**src/rtl/core/tlpd_pkg.sv**
```systemverilog
package tlpd_pkg;

  localparam logic [31:0] TAG_JSON = 32'h4A534F4E;
  localparam logic [31:0] TAG_VIDE = 32'h56494445;
  localparam logic [31:0] MAX_LENGTH_RESET = 32'd10485760;

  localparam int unsigned CFG_ADDR_W = 3;
  localparam logic [0:0] REG_MAX_LENGTH = 1'b0;

  localparam logic CMD_BYTE = 1'b0;
  localparam logic CMD_DISCONNECT = 1'b1;

  localparam logic [1:0] PH_HUNT = 2'd0;
  localparam logic [1:0] PH_LEN = 2'd1;
  localparam logic [1:0] PH_PAY = 2'd2;

  localparam logic KIND_JSON = 1'b0;
  localparam logic KIND_VIDE = 1'b1;

  typedef struct packed {
    logic       packet_kind;
    logic [7:0] payload_byte;
    logic       last_byte;
    logic       empty_packet;
    logic       length_error;
  } result_t;

endpackage

```
**src/rtl/core/tlpd_cfg.sv**
```systemverilog
module tlpd_cfg (
  input  logic                              clk,
  input  logic                              rst_n,
  input  logic                              cfg_psel,
  input  logic                              cfg_penable,
  input  logic                              cfg_pwrite,
  input  logic [tlpd_pkg::CFG_ADDR_W-1:0]   cfg_paddr,
  input  logic [31:0]                       cfg_pwdata,
  output logic [31:0]                       cfg_prdata,
  output logic                              cfg_pready,
  output logic [31:0]                       max_length
);

  logic [31:0] max_length_r;
  logic [31:0] max_length_nxt;
  logic        reg_sel;

  assign reg_sel = (cfg_paddr[tlpd_pkg::CFG_ADDR_W-1] == tlpd_pkg::REG_MAX_LENGTH);

  always_comb begin
    max_length_nxt = max_length_r;
    if (cfg_psel && cfg_penable && cfg_pwrite && reg_sel) begin
      max_length_nxt = cfg_pwdata;
    end
  end

  always_ff @(posedge clk) begin
    if (!rst_n) begin
      max_length_r <= tlpd_pkg::MAX_LENGTH_RESET;
    end else begin
      max_length_r <= max_length_nxt;
    end
  end

  assign cfg_pready = 1'b1;
  assign cfg_prdata = reg_sel ? max_length_r : 32'd0;
  assign max_length = max_length_r;

endmodule

```
**src/rtl/core/tlpd_core.sv**
```systemverilog
module tlpd_core (
  input  logic                    clk,
  input  logic                    rst_n,
  input  logic [31:0]             max_length,
  input  logic                    in_fire,
  input  logic                    in_cmd,
  input  logic [7:0]              in_data_byte,
  output logic                    res_vld,
  output tlpd_pkg::result_t       res
);

  logic [23:0] win_r, win_nxt;
  logic [1:0]  phase_r, phase_nxt;
  logic        kind_r, kind_nxt;
  logic [1:0]  idx_r, idx_nxt;
  logic [31:0] acc_r, acc_nxt;
  logic [31:0] left_r, left_nxt;
  logic [31:0] word;
  logic        last;

  assign word = {win_r, in_data_byte};
  assign last = (left_r <= 32'd1);

  always_comb begin
    win_nxt = win_r;
    phase_nxt = phase_r;
    kind_nxt = kind_r;
    idx_nxt = idx_r;
    acc_nxt = acc_r;
    left_nxt = left_r;
    res_vld = 1'b0;
    res = '0;
    res.packet_kind = kind_r;
    if (in_fire) begin
      if (in_cmd == tlpd_pkg::CMD_DISCONNECT) begin
        win_nxt = '0;
        phase_nxt = tlpd_pkg::PH_HUNT;
        kind_nxt = 1'b0;
        idx_nxt = '0;
        acc_nxt = '0;
        left_nxt = '0;
      end else begin
        case (phase_r)
          tlpd_pkg::PH_LEN: begin
            acc_nxt = {acc_r[23:0], in_data_byte};
            if (idx_r != 2'd3) begin
              idx_nxt = idx_r + 2'd1;
            end else begin
              idx_nxt = '0;
              phase_nxt = tlpd_pkg::PH_HUNT;
              if (acc_nxt > max_length) begin
                res_vld = 1'b1;
                res.length_error = 1'b1;
              end else if (acc_nxt == 32'd0) begin
                res_vld = 1'b1;
                res.last_byte = 1'b1;
                res.empty_packet = 1'b1;
              end else begin
                left_nxt = acc_nxt;
                phase_nxt = tlpd_pkg::PH_PAY;
              end
            end
          end
          tlpd_pkg::PH_PAY: begin
            res_vld = 1'b1;
            res.payload_byte = in_data_byte;
            res.last_byte = last;
            left_nxt = last ? 32'd0 : left_r - 32'd1;
            if (last) begin
              phase_nxt = tlpd_pkg::PH_HUNT;
            end
          end
          default: begin
            if (word == tlpd_pkg::TAG_JSON || word == tlpd_pkg::TAG_VIDE) begin
              kind_nxt = (word == tlpd_pkg::TAG_VIDE) ? tlpd_pkg::KIND_VIDE
                                                      : tlpd_pkg::KIND_JSON;
              win_nxt = '0;
              idx_nxt = '0;
              acc_nxt = '0;
              left_nxt = '0;
              phase_nxt = tlpd_pkg::PH_LEN;
            end else begin
              win_nxt = word[23:0];
              phase_nxt = tlpd_pkg::PH_HUNT;
            end
          end
        endcase
      end
    end
  end

  always_ff @(posedge clk) begin
    if (!rst_n) begin
      win_r <= '0;
      phase_r <= tlpd_pkg::PH_HUNT;
      kind_r <= 1'b0;
      idx_r <= '0;
      acc_r <= '0;
      left_r <= '0;
    end else begin
      win_r <= win_nxt;
      phase_r <= phase_nxt;
      kind_r <= kind_nxt;
      idx_r <= idx_nxt;
      acc_r <= acc_nxt;
      left_r <= left_nxt;
    end
  end

endmodule

```
**src/rtl/core/tlpd_outbuf.sv**
```systemverilog
module tlpd_outbuf (
  input  logic                    clk,
  input  logic                    rst_n,
  input  logic                    res_vld,
  input  tlpd_pkg::result_t       res,
  input  logic                    out_stall,
  output logic                    out_valid,
  output tlpd_pkg::result_t       out_res,
  output logic                    full
);

  logic              out_vld_r, out_vld_nxt;
  logic              skid_vld_r, skid_vld_nxt;
  tlpd_pkg::result_t out_r, out_nxt;
  tlpd_pkg::result_t skid_r, skid_nxt;
  logic              out_fire;

  assign out_fire = out_vld_r && !out_stall;

  always_comb begin
    out_vld_nxt = out_vld_r;
    skid_vld_nxt = skid_vld_r;
    out_nxt = out_r;
    skid_nxt = skid_r;
    if (skid_vld_r) begin
      if (out_fire) begin
        out_nxt = skid_r;
        skid_vld_nxt = 1'b0;
      end
    end else if (out_vld_r && !out_fire) begin
      if (res_vld) begin
        skid_nxt = res;
        skid_vld_nxt = 1'b1;
      end
    end else begin
      out_vld_nxt = res_vld;
      out_nxt = res;
    end
  end

  always_ff @(posedge clk) begin
    if (!rst_n) begin
      out_vld_r <= 1'b0;
      skid_vld_r <= 1'b0;
    end else begin
      out_vld_r <= out_vld_nxt;
      skid_vld_r <= skid_vld_nxt;
    end
  end

  always_ff @(posedge clk) begin
    out_r <= out_nxt;
    skid_r <= skid_nxt;
  end

  assign out_valid = out_vld_r;
  assign out_res = out_r;
  assign full = skid_vld_r;

endmodule

```
**src/rtl/core/tag_length_packet_deframer_unit.sv**
```systemverilog
// Each result is registered in the output buffer before it appears at the outputs.
// One input byte is accepted per cycle while in_stall is low.
// A two-entry output buffer lets input continue while one result waits.
// Reset (rst_n low, synchronous) returns the parser to tag hunting, empties
// the output buffer and sets max_length to 10485760.
module tag_length_packet_deframer_unit (
  input  logic                            clk,
  input  logic                            rst_n,
  input  logic                            cfg_psel,
  input  logic                            cfg_penable,
  input  logic                            cfg_pwrite,
  input  logic [tlpd_pkg::CFG_ADDR_W-1:0] cfg_paddr,
  input  logic [31:0]                     cfg_pwdata,
  output logic [31:0]                     cfg_prdata,
  output logic                            cfg_pready,
  input  logic                            in_valid,
  output logic                            in_stall,
  input  logic                            in_cmd,
  input  logic [7:0]                      in_data_byte,
  output logic                            out_valid,
  input  logic                            out_stall,
  output logic                            out_packet_kind,
  output logic [7:0]                      out_payload_byte,
  output logic                            out_last_byte,
  output logic                            out_empty_packet,
  output logic                            out_length_error
);

  logic              in_fire;
  logic [31:0]       max_length;
  logic              res_vld;
  tlpd_pkg::result_t res;
  tlpd_pkg::result_t out_res;
  logic              full;

  assign in_stall = full;
  assign in_fire = in_valid && !in_stall;

  tlpd_cfg u_cfg (
    .clk         (clk),
    .rst_n       (rst_n),
    .cfg_psel    (cfg_psel),
    .cfg_penable (cfg_penable),
    .cfg_pwrite  (cfg_pwrite),
    .cfg_paddr   (cfg_paddr),
    .cfg_pwdata  (cfg_pwdata),
    .cfg_prdata  (cfg_prdata),
    .cfg_pready  (cfg_pready),
    .max_length  (max_length)
  );

  tlpd_core u_core (
    .clk          (clk),
    .rst_n        (rst_n),
    .max_length   (max_length),
    .in_fire      (in_fire),
    .in_cmd       (in_cmd),
    .in_data_byte (in_data_byte),
    .res_vld      (res_vld),
    .res          (res)
  );

  tlpd_outbuf u_outbuf (
    .clk       (clk),
    .rst_n     (rst_n),
    .res_vld   (res_vld),
    .res       (res),
    .out_stall (out_stall),
    .out_valid (out_valid),
    .out_res   (out_res),
    .full      (full)
  );

  assign out_packet_kind = out_res.packet_kind;
  assign out_payload_byte = out_res.payload_byte;
  assign out_last_byte = out_res.last_byte;
  assign out_empty_packet = out_res.empty_packet;
  assign out_length_error = out_res.length_error;

`ifndef SYNTHESIS
  a_stall_needs_result: assert property (@(posedge clk) disable iff (!rst_n)
    in_stall |-> out_valid) else $error("input stalled with no result pending");

  a_disconnect_no_result: assert property (@(posedge clk) disable iff (!rst_n)
    (in_valid && !in_stall && in_cmd && !out_valid) |=> !out_valid)
    else $error("disconnect produced a result");

  a_error_shape: assert property (@(posedge clk) disable iff (!rst_n)
    (out_valid && out_length_error) |->
      (!out_last_byte && !out_empty_packet && out_payload_byte == 8'd0))
    else $error("malformed length error result");

  a_empty_shape: assert property (@(posedge clk) disable iff (!rst_n)
    (out_valid && out_empty_packet) |-> (out_last_byte && out_payload_byte == 8'd0))
    else $error("malformed empty packet result");
`endif

endmodule
```
**config.mk**
```make
export PLATFORM = sky130hd
export DESIGN_NAME = tag_length_packet_deframer_unit
export DESIGN_NICKNAME = d
export VERILOG_FILES = /design/src/rtl/core/tlpd_pkg.sv /design/src/rtl/core/tlpd_cfg.sv /design/src/rtl/core/tlpd_core.sv /design/src/rtl/core/tlpd_outbuf.sv /design/src/rtl/core/tag_length_packet_deframer_unit.sv
export SDC_FILE = /design/constraint.sdc
export NUM_CORES = 1
export LEC_CHECK = 0
export BUFFER_PORTS_ARGS = -buffer_cell sky130_fd_sc_hd__buf_2
export CAP_MARGIN = 25
export CORE_MARGIN = 8
export CORE_UTILIZATION = 56
export CTS_CLUSTER_SIZE = 10
export DETAILED_ROUTE_END_ITERATION = 8
export GPL_TIMING_DRIVEN = 1
export PLACE_DENSITY = 0.78
export SLEW_MARGIN = 0
export SYNTH_ARGS = -nofsm -noshare
export SYNTH_HDL_FRONTEND = slang
export SYNTH_SLANG_ARGS = --single-unit
```
**constraint.sdc**
```tcl
create_clock -name clk -period 3.59 [get_ports clk]
set_input_delay 0.5385 -clock clk [delete_from_list [all_inputs] [get_ports clk]]
set_output_delay 0.5385 -clock clk [all_outputs]
set_load 0.03 [all_outputs]
```
======== After elaboration in Yosys (flattened, before gate mapping) ========
Index checks and enable logic that the tools add are counted.
storage, ports and cells
  word-level logic and storage cells ...... 112
  output and inout bits ................... 47
  input port bits ......................... 51
  register bits ........................... 143
cells by class
  order comparisons ....................... 2
  add/subtract/negate cells ............... 2
  muxes and demuxes ....................... 50
  eq/ne operators ......................... 13
  bitwise gates (word level) .............. 3
  reduce and logical (&&, ||, !) cells .... 23
operator list
  cell                                                                               count
  32-bit two-way mux                                                                 7
  24-bit two-way mux                                                                 4
  32-bit by 31-bit == test with 1-bit output, second input constant                  2
  32-bit one-hot mux with 2 select lines                                             1
  24-bit one-hot mux with 2 select lines                                             1
  12-bit two-way mux                                                                 3
  32-bit greater-than comparator                                                     1
  32-bit by 1-bit less-or-equal comparator with 1-bit output, second input constant  1
  32-bit logical NOT                                                                 1
  32-bit by 1-bit subtractor with 32-bit output, second input constant               1
  11-bit two-way mux                                                                 2
  2-bit two-way mux                                                                  11
  1-bit two-way mux                                                                  15
  3-bit AND reduction                                                                4
  3-bit != test, second input constant                                               3
  8-bit two-way mux                                                                  1
  2-bit one-hot mux with 2 select lines                                              2
  1-bit logical AND                                                                  6
  2-bit != test, second input constant                                               3
  2-bit AND reduction                                                                3
  5-bit AND reduction                                                                1
  2-bit by 1-bit != test with 1-bit output, second input constant                    2
  1-bit one-hot mux with 2 select lines                                              2
  4-bit nonzero test                                                                 1
  other kinds (11)                                                                   15

======== Logic depth before layout (Yosys ltp) ========
Gate-level depths: netlist (run 1).
  depth after elaboration ................. 10
  depth in mapped cells ................... 10
  mapped depth without buffers ............ 9

======== By module ========
Synthesis (run 1) repeated with hierarchy kept, for this count alone.
unflattened totals
  cell total of the unflattened synthesis .. 947
  area, all modules ....................... 8010.2 sq um
by module, submodules not included
  module                           area each (sq um)  seq. area each (sq um)  instances  cells each
  tlpd_core                        5440.2             1701.6                  1          720
  tlpd_cfg                         1547.7             640.6                   1          177
  tlpd_outbuf                      1008.5             760.7                   1          49
  tag_length_packet_deframer_unit  13.8               0.0                     1          1

======== Worst setup path before layout (run 1) ========
Ideal clock, no wire load.
  path type ............................... in2reg
  start point ............................. input in_data_byte[1]
  end point ............................... register u_outbuf.skid_r[0] in the netlist's numbering, enable pin
  path slack .............................. 0.433 ns
  setup time .............................. 0.380 ns
  buffers on the path ..................... 0
  required time ........................... 3.210 ns
  stages .................................. 8
  data arrival time ....................... 2.777 ns
  path through ............................ ha_1 > nor2b_1 > o211ai_1 > a2111o_1 > a311oi_1 > nor2_1 > a211o_1 > nor2_1
on the way
  cells in the longest elaborated chain, start to end .. 8
  elaborated cells on any way between the ends .. 9
  classes of those cells .................. order compare (1); mux (6); reduce/logical (2)
ends and longest elaborated chain
  item                                                                    RTL line                               text
  from (decl)                                                             tag_length_packet_deframer_unit.sv:19  input logic [7:0] in_data_byte,
  branches (longest 2 deep; another with 32-bit greater-than comparator)  --
  1-bit two-way mux *                                                     tlpd_core.sv:51                        if (acc_nxt > max_length) begin
  1-bit two-way mux *                                                     tlpd_core.sv:46                        if (idx_r != 2'd3) begin
  1-bit one-hot mux with 2 select lines *                                 tlpd_core.sv:43                        case (phase_r)
  1-bit two-way mux *                                                     tlpd_core.sv:35                        if (in_cmd == tlpd_pkg::CMD_DISCONNECT) begin
  1-bit two-way mux *                                                     tlpd_core.sv:34                        if (in_fire) begin
  3-bit AND reduction (no line) *                                         --
  to (signal assigned)                                                    tlpd_outbuf.sv:53                      skid_r <= skid_nxt;
  to (decl)                                                               tlpd_outbuf.sv:15                      tlpd_pkg::result_t skid_r, skid_nxt;
Mark *: on every way between the ends.
A chain may end at the register's enable or synchronous reset.

======== Final worst setup path (run 1) ========
  start point ............................. register u_cfg.max_length_r[30] (netlist: u_cfg.max_length[30])
  end point ............................... register u_outbuf.skid_r[10] in the netlist's numbering, enable pin
on the way
  cells in the longest elaborated chain, start to end .. 7
ends and longest elaborated chain
  item                                   RTL line         text
  from (decl)                            tlpd_cfg.sv:14   logic [31:0] max_length_r;
  from (signal assigned)                 tlpd_cfg.sv:29   max_length_r <= tlpd_pkg::MAX_LENGTH_RESET;
  from (signal assigned)                 tlpd_cfg.sv:31   max_length_r <= max_length_nxt;
  32-bit greater-than comparator         tlpd_core.sv:51
  1-bit two-way mux                      tlpd_core.sv:51
  1-bit two-way mux                      tlpd_core.sv:46
  1-bit one-hot mux with 2 select lines  tlpd_core.sv:43
  1-bit two-way mux                      tlpd_core.sv:35
  1-bit two-way mux                      tlpd_core.sv:34
  3-bit AND reduction (no line)          --
Every way passes these cells.

==> results of run 1 <==
[worst max-delay path, delay by kind of cell, from the launching register on]
family                     cells  cell delay [ps]
AOI/OAI and AO/OA              2              920
and+or+nand+nor                4             1130
DFF                            1              320
adders and majority gates      1              320
buffers and inverters          2              280
[state kept, by name, indices dropped and copies added (netlist names)]
register / flops
u_cfg.max_length: 32
u_core.left_r: 32
u_core.acc_r: 24
u_core.win_r: 24
u_outbuf.out_res: 12
u_outbuf.skid_r: 12
u_core.idx_r: 2
u_core.phase_r: 2
u_core.kind_r: 1
u_outbuf.full: 1
u_outbuf.out_valid: 1
[logic make-up after synthesis]
logic type | after synthesis | synth area share
XOR/XNOR | 18 | 0.0210
AO/OA/AOI/OAI | 223 | 0.187
AND/OR/NAND/NOR | 400 | 0.248
buffers and inverters | 100 | 0.0526
multiplexers | 12 | 0.0162
flip-flops | 143 | 0.413
other | 1 | 0.000499
adder cells (fa/ha/maj) | 37 | 0.0616
[stage by stage]
step | power, uW | std cells
after floorplan | 1860 | 934
after global placement | 1960 | 1178
after detailed placement | 1960 | 1178
after CTS | 3590 | 1209
after global routing | 3700 | 1210
final | 3600 | 1210
[power by group]
part	switching [uW]	leakage, uW	internal [uW]
Clock	678	0.000265	982
Sequential	13.4	0.00125	1640
Combinational	184	0.00213	98.0
[cell usage in the layout, fill, tap and decap left out, types with 5 or more instances in the layout]
master and count:
nand2_1 168, dfxtp_1 119, a21oi_1 96, buf_2 94
nor2_1 90, inv_1 40, nand3_1 37, ha_1 37
o21ai_0 35, buf_4 34, a22oi_1 30, edfxtp_1 24
nand4_1 21, nor3_1 19, clkbuf_16 17, nor4_1 14
a21o_1 13, mux2i_1 11, xor2_1 10, and2_1 9
xnor2_1 8, or4_1 6, o31ai_1 6, o211ai_1 5
[routing by layer]
metal,part of all wire,global-route usage,wire [um],up-vias
met3,0.090,0.0743,1880,42
met1,0.45,0.315,9330,3301
met4,0.024,0.0906,499,0
li1,-,-,-,3477
met5,0,0,0,-
met2,0.44,0.364,9200,328
[path summary, 6_finish.rpt]
path | depth (start not counted) | to | startpoint
max | 9 | u_outbuf.skid_r[10] | u_cfg.max_length[30]
min | 3 | u_cfg.max_length[21] | cfg_pwdata[21]
max reg2reg | 9 | u_outbuf.skid_r[10] | u_cfg.max_length[30]
min reg2reg | 2 | u_cfg.max_length[6] | u_cfg.max_length[6]
[final cells by class]
type / count / area, sq um
clock buffers: 21 / 460
well taps: 176 / 220
clock inverters: 10 / 90.1
flip-flops and latches: 143 / 3100
multi-input cells: 691 / 4020
repair buffers: 128 / 726
inverters: 41 / 154
fillers: 1126 / 4420
==> impl_metrics.tcl, run 1 <==
set metrics [dict create \
    required_ps 3710 \
    io_buffers 94 \
    final-setup-viol-count 0 \
    htree_levels 4 \
    totalWireLength_mm 20.9 \
    postCtsHoldBufs 0 \
    p_leak_uw 0.00365 \
    slowest_delay_ps 620 \
    vias_per_cell 5.91 \
    synth-edff-count 24 \
    clk_pin_slew_ps 60 \
    grt_use_total 0.240 \
    synth_area_per_cell_sq_um 8.04 \
    grt_max_degree 35 \
    syn_to_final_growth_pct 16.8 \
    drive_gt1_frac 0.170 \
    wl_per_cell_um 17.3 \
    drv_cap 0 \
    slowest_stage "or4_1" \
    synthesis.nets 1022 \
    start_util 0.569 \
    post-route-drc-count 0 \
    initialDrtViolationCount 719 \
    antenna_found_initial 0 \
    dpl_worst_slack_ps 271 \
    fmax_mhz 304 \
    worstMarginPinSlew_ps 822 \
    nets 1110 \
    post_cts_resize_count 0 \
    placed_cell_area_sq_um 8220 \
    cts_tree "yes" \
    rsz0062_at_grt "false" \
    hold_class "input pin to register" \
    maxSlewHeadroom 0.451 \
    worstPathMaxFanout 12 \
    firstDrtPassIters 5 \
    syn_inst 934 \
    cts_buffers 17 \
    syn_area_sq_um 7510 \
    die-width_um 132 \
    clock_latency_ps 430 \
    slew_viol_final 0 \
    grt_pass1_wl_mm 34.2 \
    fp-row-count 42 \
    synthArstFlopShare 0 \
    overflow 0 \
    finalSetupTns_ps 0 \
    critPathKind "register to register" \
    synth_commonest_cells "nand2_1, dfxtp_1, a21oi_1" \
    ff2ff_setup_slack_ps 310 \
    gp_congestion 0.913 \
    post_cts_buffers 0 \
    synth_area_leader_cell "dfxtp_1" \
    ys_seq_area_frac 0.413 \
    ioPinCount 98 \
    setup_ws_ps 305 \
    grt_pass1_vias 6855 \
    synth.distinct_cells 66 \
    finish.utilization 0.665 \
    num_antenna_cells 0 \
    whs_ps 338 \
    ys.flop_type "dfxtp_1" \
    worstPathArrival_ps 3410 \
    core_region_area_sq_um 13200 \
    fin_worst_skew_ps 7.48 \
    place_hpwl_mm 14.5 \
    design.die.area_sq_um 17400 \
    synthDominantCellAreaShare 0.317 \
    cp-end-kind "register" \
    crit_path_frequent_cell "nor2_1" \
    yosysMostFrequentCell "nand2_1" \
    ys_ff_latch 143 \
    synthTopCellsByArea "dfxtp_1, edfxtp_1, nand2_1, a21oi_1, ha_1" \
    fin_crit_ps 3280 \
    critical_path.cell_chain "inv_1 > ha_1 > nand4_1 > or4_1 > a311oi_1 > nor2_1 > a211o_1 > nor2_1 > buf_4" \
    cp-start-kind "register" \
    period_share 0.915 \
    chipHeight_um 132 \
    hold_violations 0 \
    status "finished, final reports clean" \
    power.density_nw_per_um2 410 \
    route.vias.total 7148 \
    ant_nets 0 \
    cts-root-buf "clkbuf_16" \
    cts.sinks 143 \
    clock_path_buffers 2 \
    ir_drop_uv 319 \
    ys_warn_count 0 \
    stdcell_area_sq_um 8770 \
]
No activity file was read; power rests on OpenSTA's default activity.
==> run 2: changes to the inputs <==
- MAX_ROUTING_LAYER: default -> met4
==> impl_metrics.tcl, run 2 (same netlist as run 1, synthesis figures left out) <==
set metrics [dict create \
    overflow 0 \
    grt_pass1_vias 6868 \
    syn_to_final_growth_pct 16.8 \
    post-route-drc-count 0 \
    initialDrtViolationCount 736 \
    post_cts_buffers 0 \
    min_path_cells 3 \
    use_met1 0.324 \
    finalSetupTns_ps 0 \
    maxSlewHeadroom 0.464 \
    die-width_um 132 \
    ir_drop_uv 315 \
    cts-root-buf "clkbuf_16" \
    ant_nets 0 \
    postCtsHoldBufs 0 \
    hold_class "input pin to register" \
    firstDrtPassIters 5 \
    start_util 0.569 \
    clock_latency_ps 420 \
    mostFrequentLayoutCell "nand2_1" \
    clk_pin_slew_ps 60 \
    met3_usage 0.0530 \
    slowest_delay_ps 610 \
    crit_path_frequent_cell "nor2_1" \
    fin_worst_skew_ps 6.43 \
    hold_violations 0 \
    worstPathMaxFanout 12 \
    grt_pass1_wl_mm 34.2 \
    fmax_mhz 304 \
    grtUsageMet2 0.362 \
    final-setup-viol-count 0 \
    required_ps 3710 \
    status "finished, final reports clean" \
    ioPinCount 98 \
    hold_start "cfg_pwdata[21]" \
    ff2ff_setup_slack_ps 300 \
    cts.sinks 143 \
    drv_cap 0 \
    gp_congestion 0.929 \
    design.die.area_sq_um 17400 \
    io_buffers 94 \
    htree_levels 4 \
    fp-row-count 42 \
    fillerInstances 1126 \
    cp-end-kind "register" \
    nets 1110 \
    p_leak_uw 0.00365 \
    antenna_found_initial 0 \
    top_usage_layer "met2" \
    worstPathArrival_ps 3410 \
    fin_crit_ps 3290 \
    finish.utilization 0.665 \
    r2r_start "u_cfg.max_length[30]" \
    slowest_stage "or4_1" \
    critPathKind "register to register" \
    chipHeight_um 132 \
    route.vias.total 7185 \
    rsz0062_at_grt "false" \
    power.density_nw_per_um2 409 \
    r2r-end "u_outbuf.skid_r[9]" \
    post_cts_resize_count 0 \
    slew_viol_final 0 \
    cts_tree "yes" \
    core_region_area_sq_um 13200 \
    period_share 0.916 \
    num_antenna_cells 0 \
    worstMarginPinSlew_ps 803 \
    final_cell_mix "nand2_1, dfxtp_1, a21oi_1" \
    cts_buffers 17 \
    grt_max_degree 35 \
    place_hpwl_mm 14.5 \
    drive_gt1_frac 0.170 \
    totalWireLength_mm 20.8 \
    critical_path.cell_chain "inv_1 > ha_1 > nand4_1 > or4_1 > a311oi_1 > nor2_1 > a211o_1 > nor2_1 > buf_4" \
    reg2reg_depth 9 \
    vias_per_cell 5.94 \
    min_to "u_cfg.max_length[21]" \
    cp-start-kind "register" \
    clock_path_buffers 2 \
    grt_use_total 0.247 \
    wl_per_cell_um 17.2 \
]
-- run 2: cell counts in the layout (fill, tap and decap cells not counted) --
Identical to the previous run, type by type.
-- run 2: power breakdown --
group | internal [uW] | switching, uW | leakage, uW
Combinational | 97.9 | 184 | 0.00213
Sequential | 1640 | 13.5 | 0.00125
Clock | 982 | 669 | 0.000265
Total | 2720 | 867 | 0.00365
-- run 2: worst max path at each step --
stage / startpoint / to / slack [ps] / depth (start not counted)
6_report: u_cfg.max_length[30] / u_outbuf.skid_r[9] / 300 / 9
5_1_grt: u_cfg.max_length[27] / u_outbuf.skid_r[4] / 120 / 9
4_1_cts: u_cfg.max_length[31] / u_outbuf.skid_r[10] / 350 / 9
3_5_place_dp: in_data_byte[1] / u_outbuf.skid_r[3] / 270 / 10
3_3_place_gp: in_data_byte[1] / u_outbuf.skid_r[3] / 350 / 10
2_1_floorplan: in_data_byte[1] / u_outbuf.skid_r[0] / 430 / 8
-- run 2: critical path: cells and delay by family, from the launching register on --
kind / cells / cell delay (ps)
DFF: 1 / 320
AOI/OAI and AO/OA: 2 / 930
adders and majority gates: 1 / 320
buffers and inverters: 2 / 280
and+or+nand+nor: 4 / 1130
-- run 2: area by class of cell --
class	instances	area, sq um	share of cell area
Multi-Input combinational cell	691	4020	0.458
Tap cell	176	220	0.0251
Timing Repair Buffer	128	726	0.0827
Sequential cell	143	3100	0.354
Clock buffer	21	460	0.0525
Clock inverter	10	90.1	0.0103
Inverter	41	154	0.0175
-- run 2: metrics by stage --
step	std cells	setup WS (ps)	hold WS, ps	cell area, sq um	total power (uW)
after floorplan	934	433	420	7510	1860
after global placement	1178	347	442	8220	1960
final	1210	302	342	8770	3590
after detailed placement	1178	271	447	8220	1960
after global routing	1210	115	350	8770	3690
after CTS	1209	352	339	8770	3590
-- run 2: layer usage --
layer | vias up | wire [um]
met5 | - | 0
met1 | 3328 | 9510
met2 | 333 | 9180
met4 | 0 | 538
met3 | 45 | 1600
li1 | 3479 | -
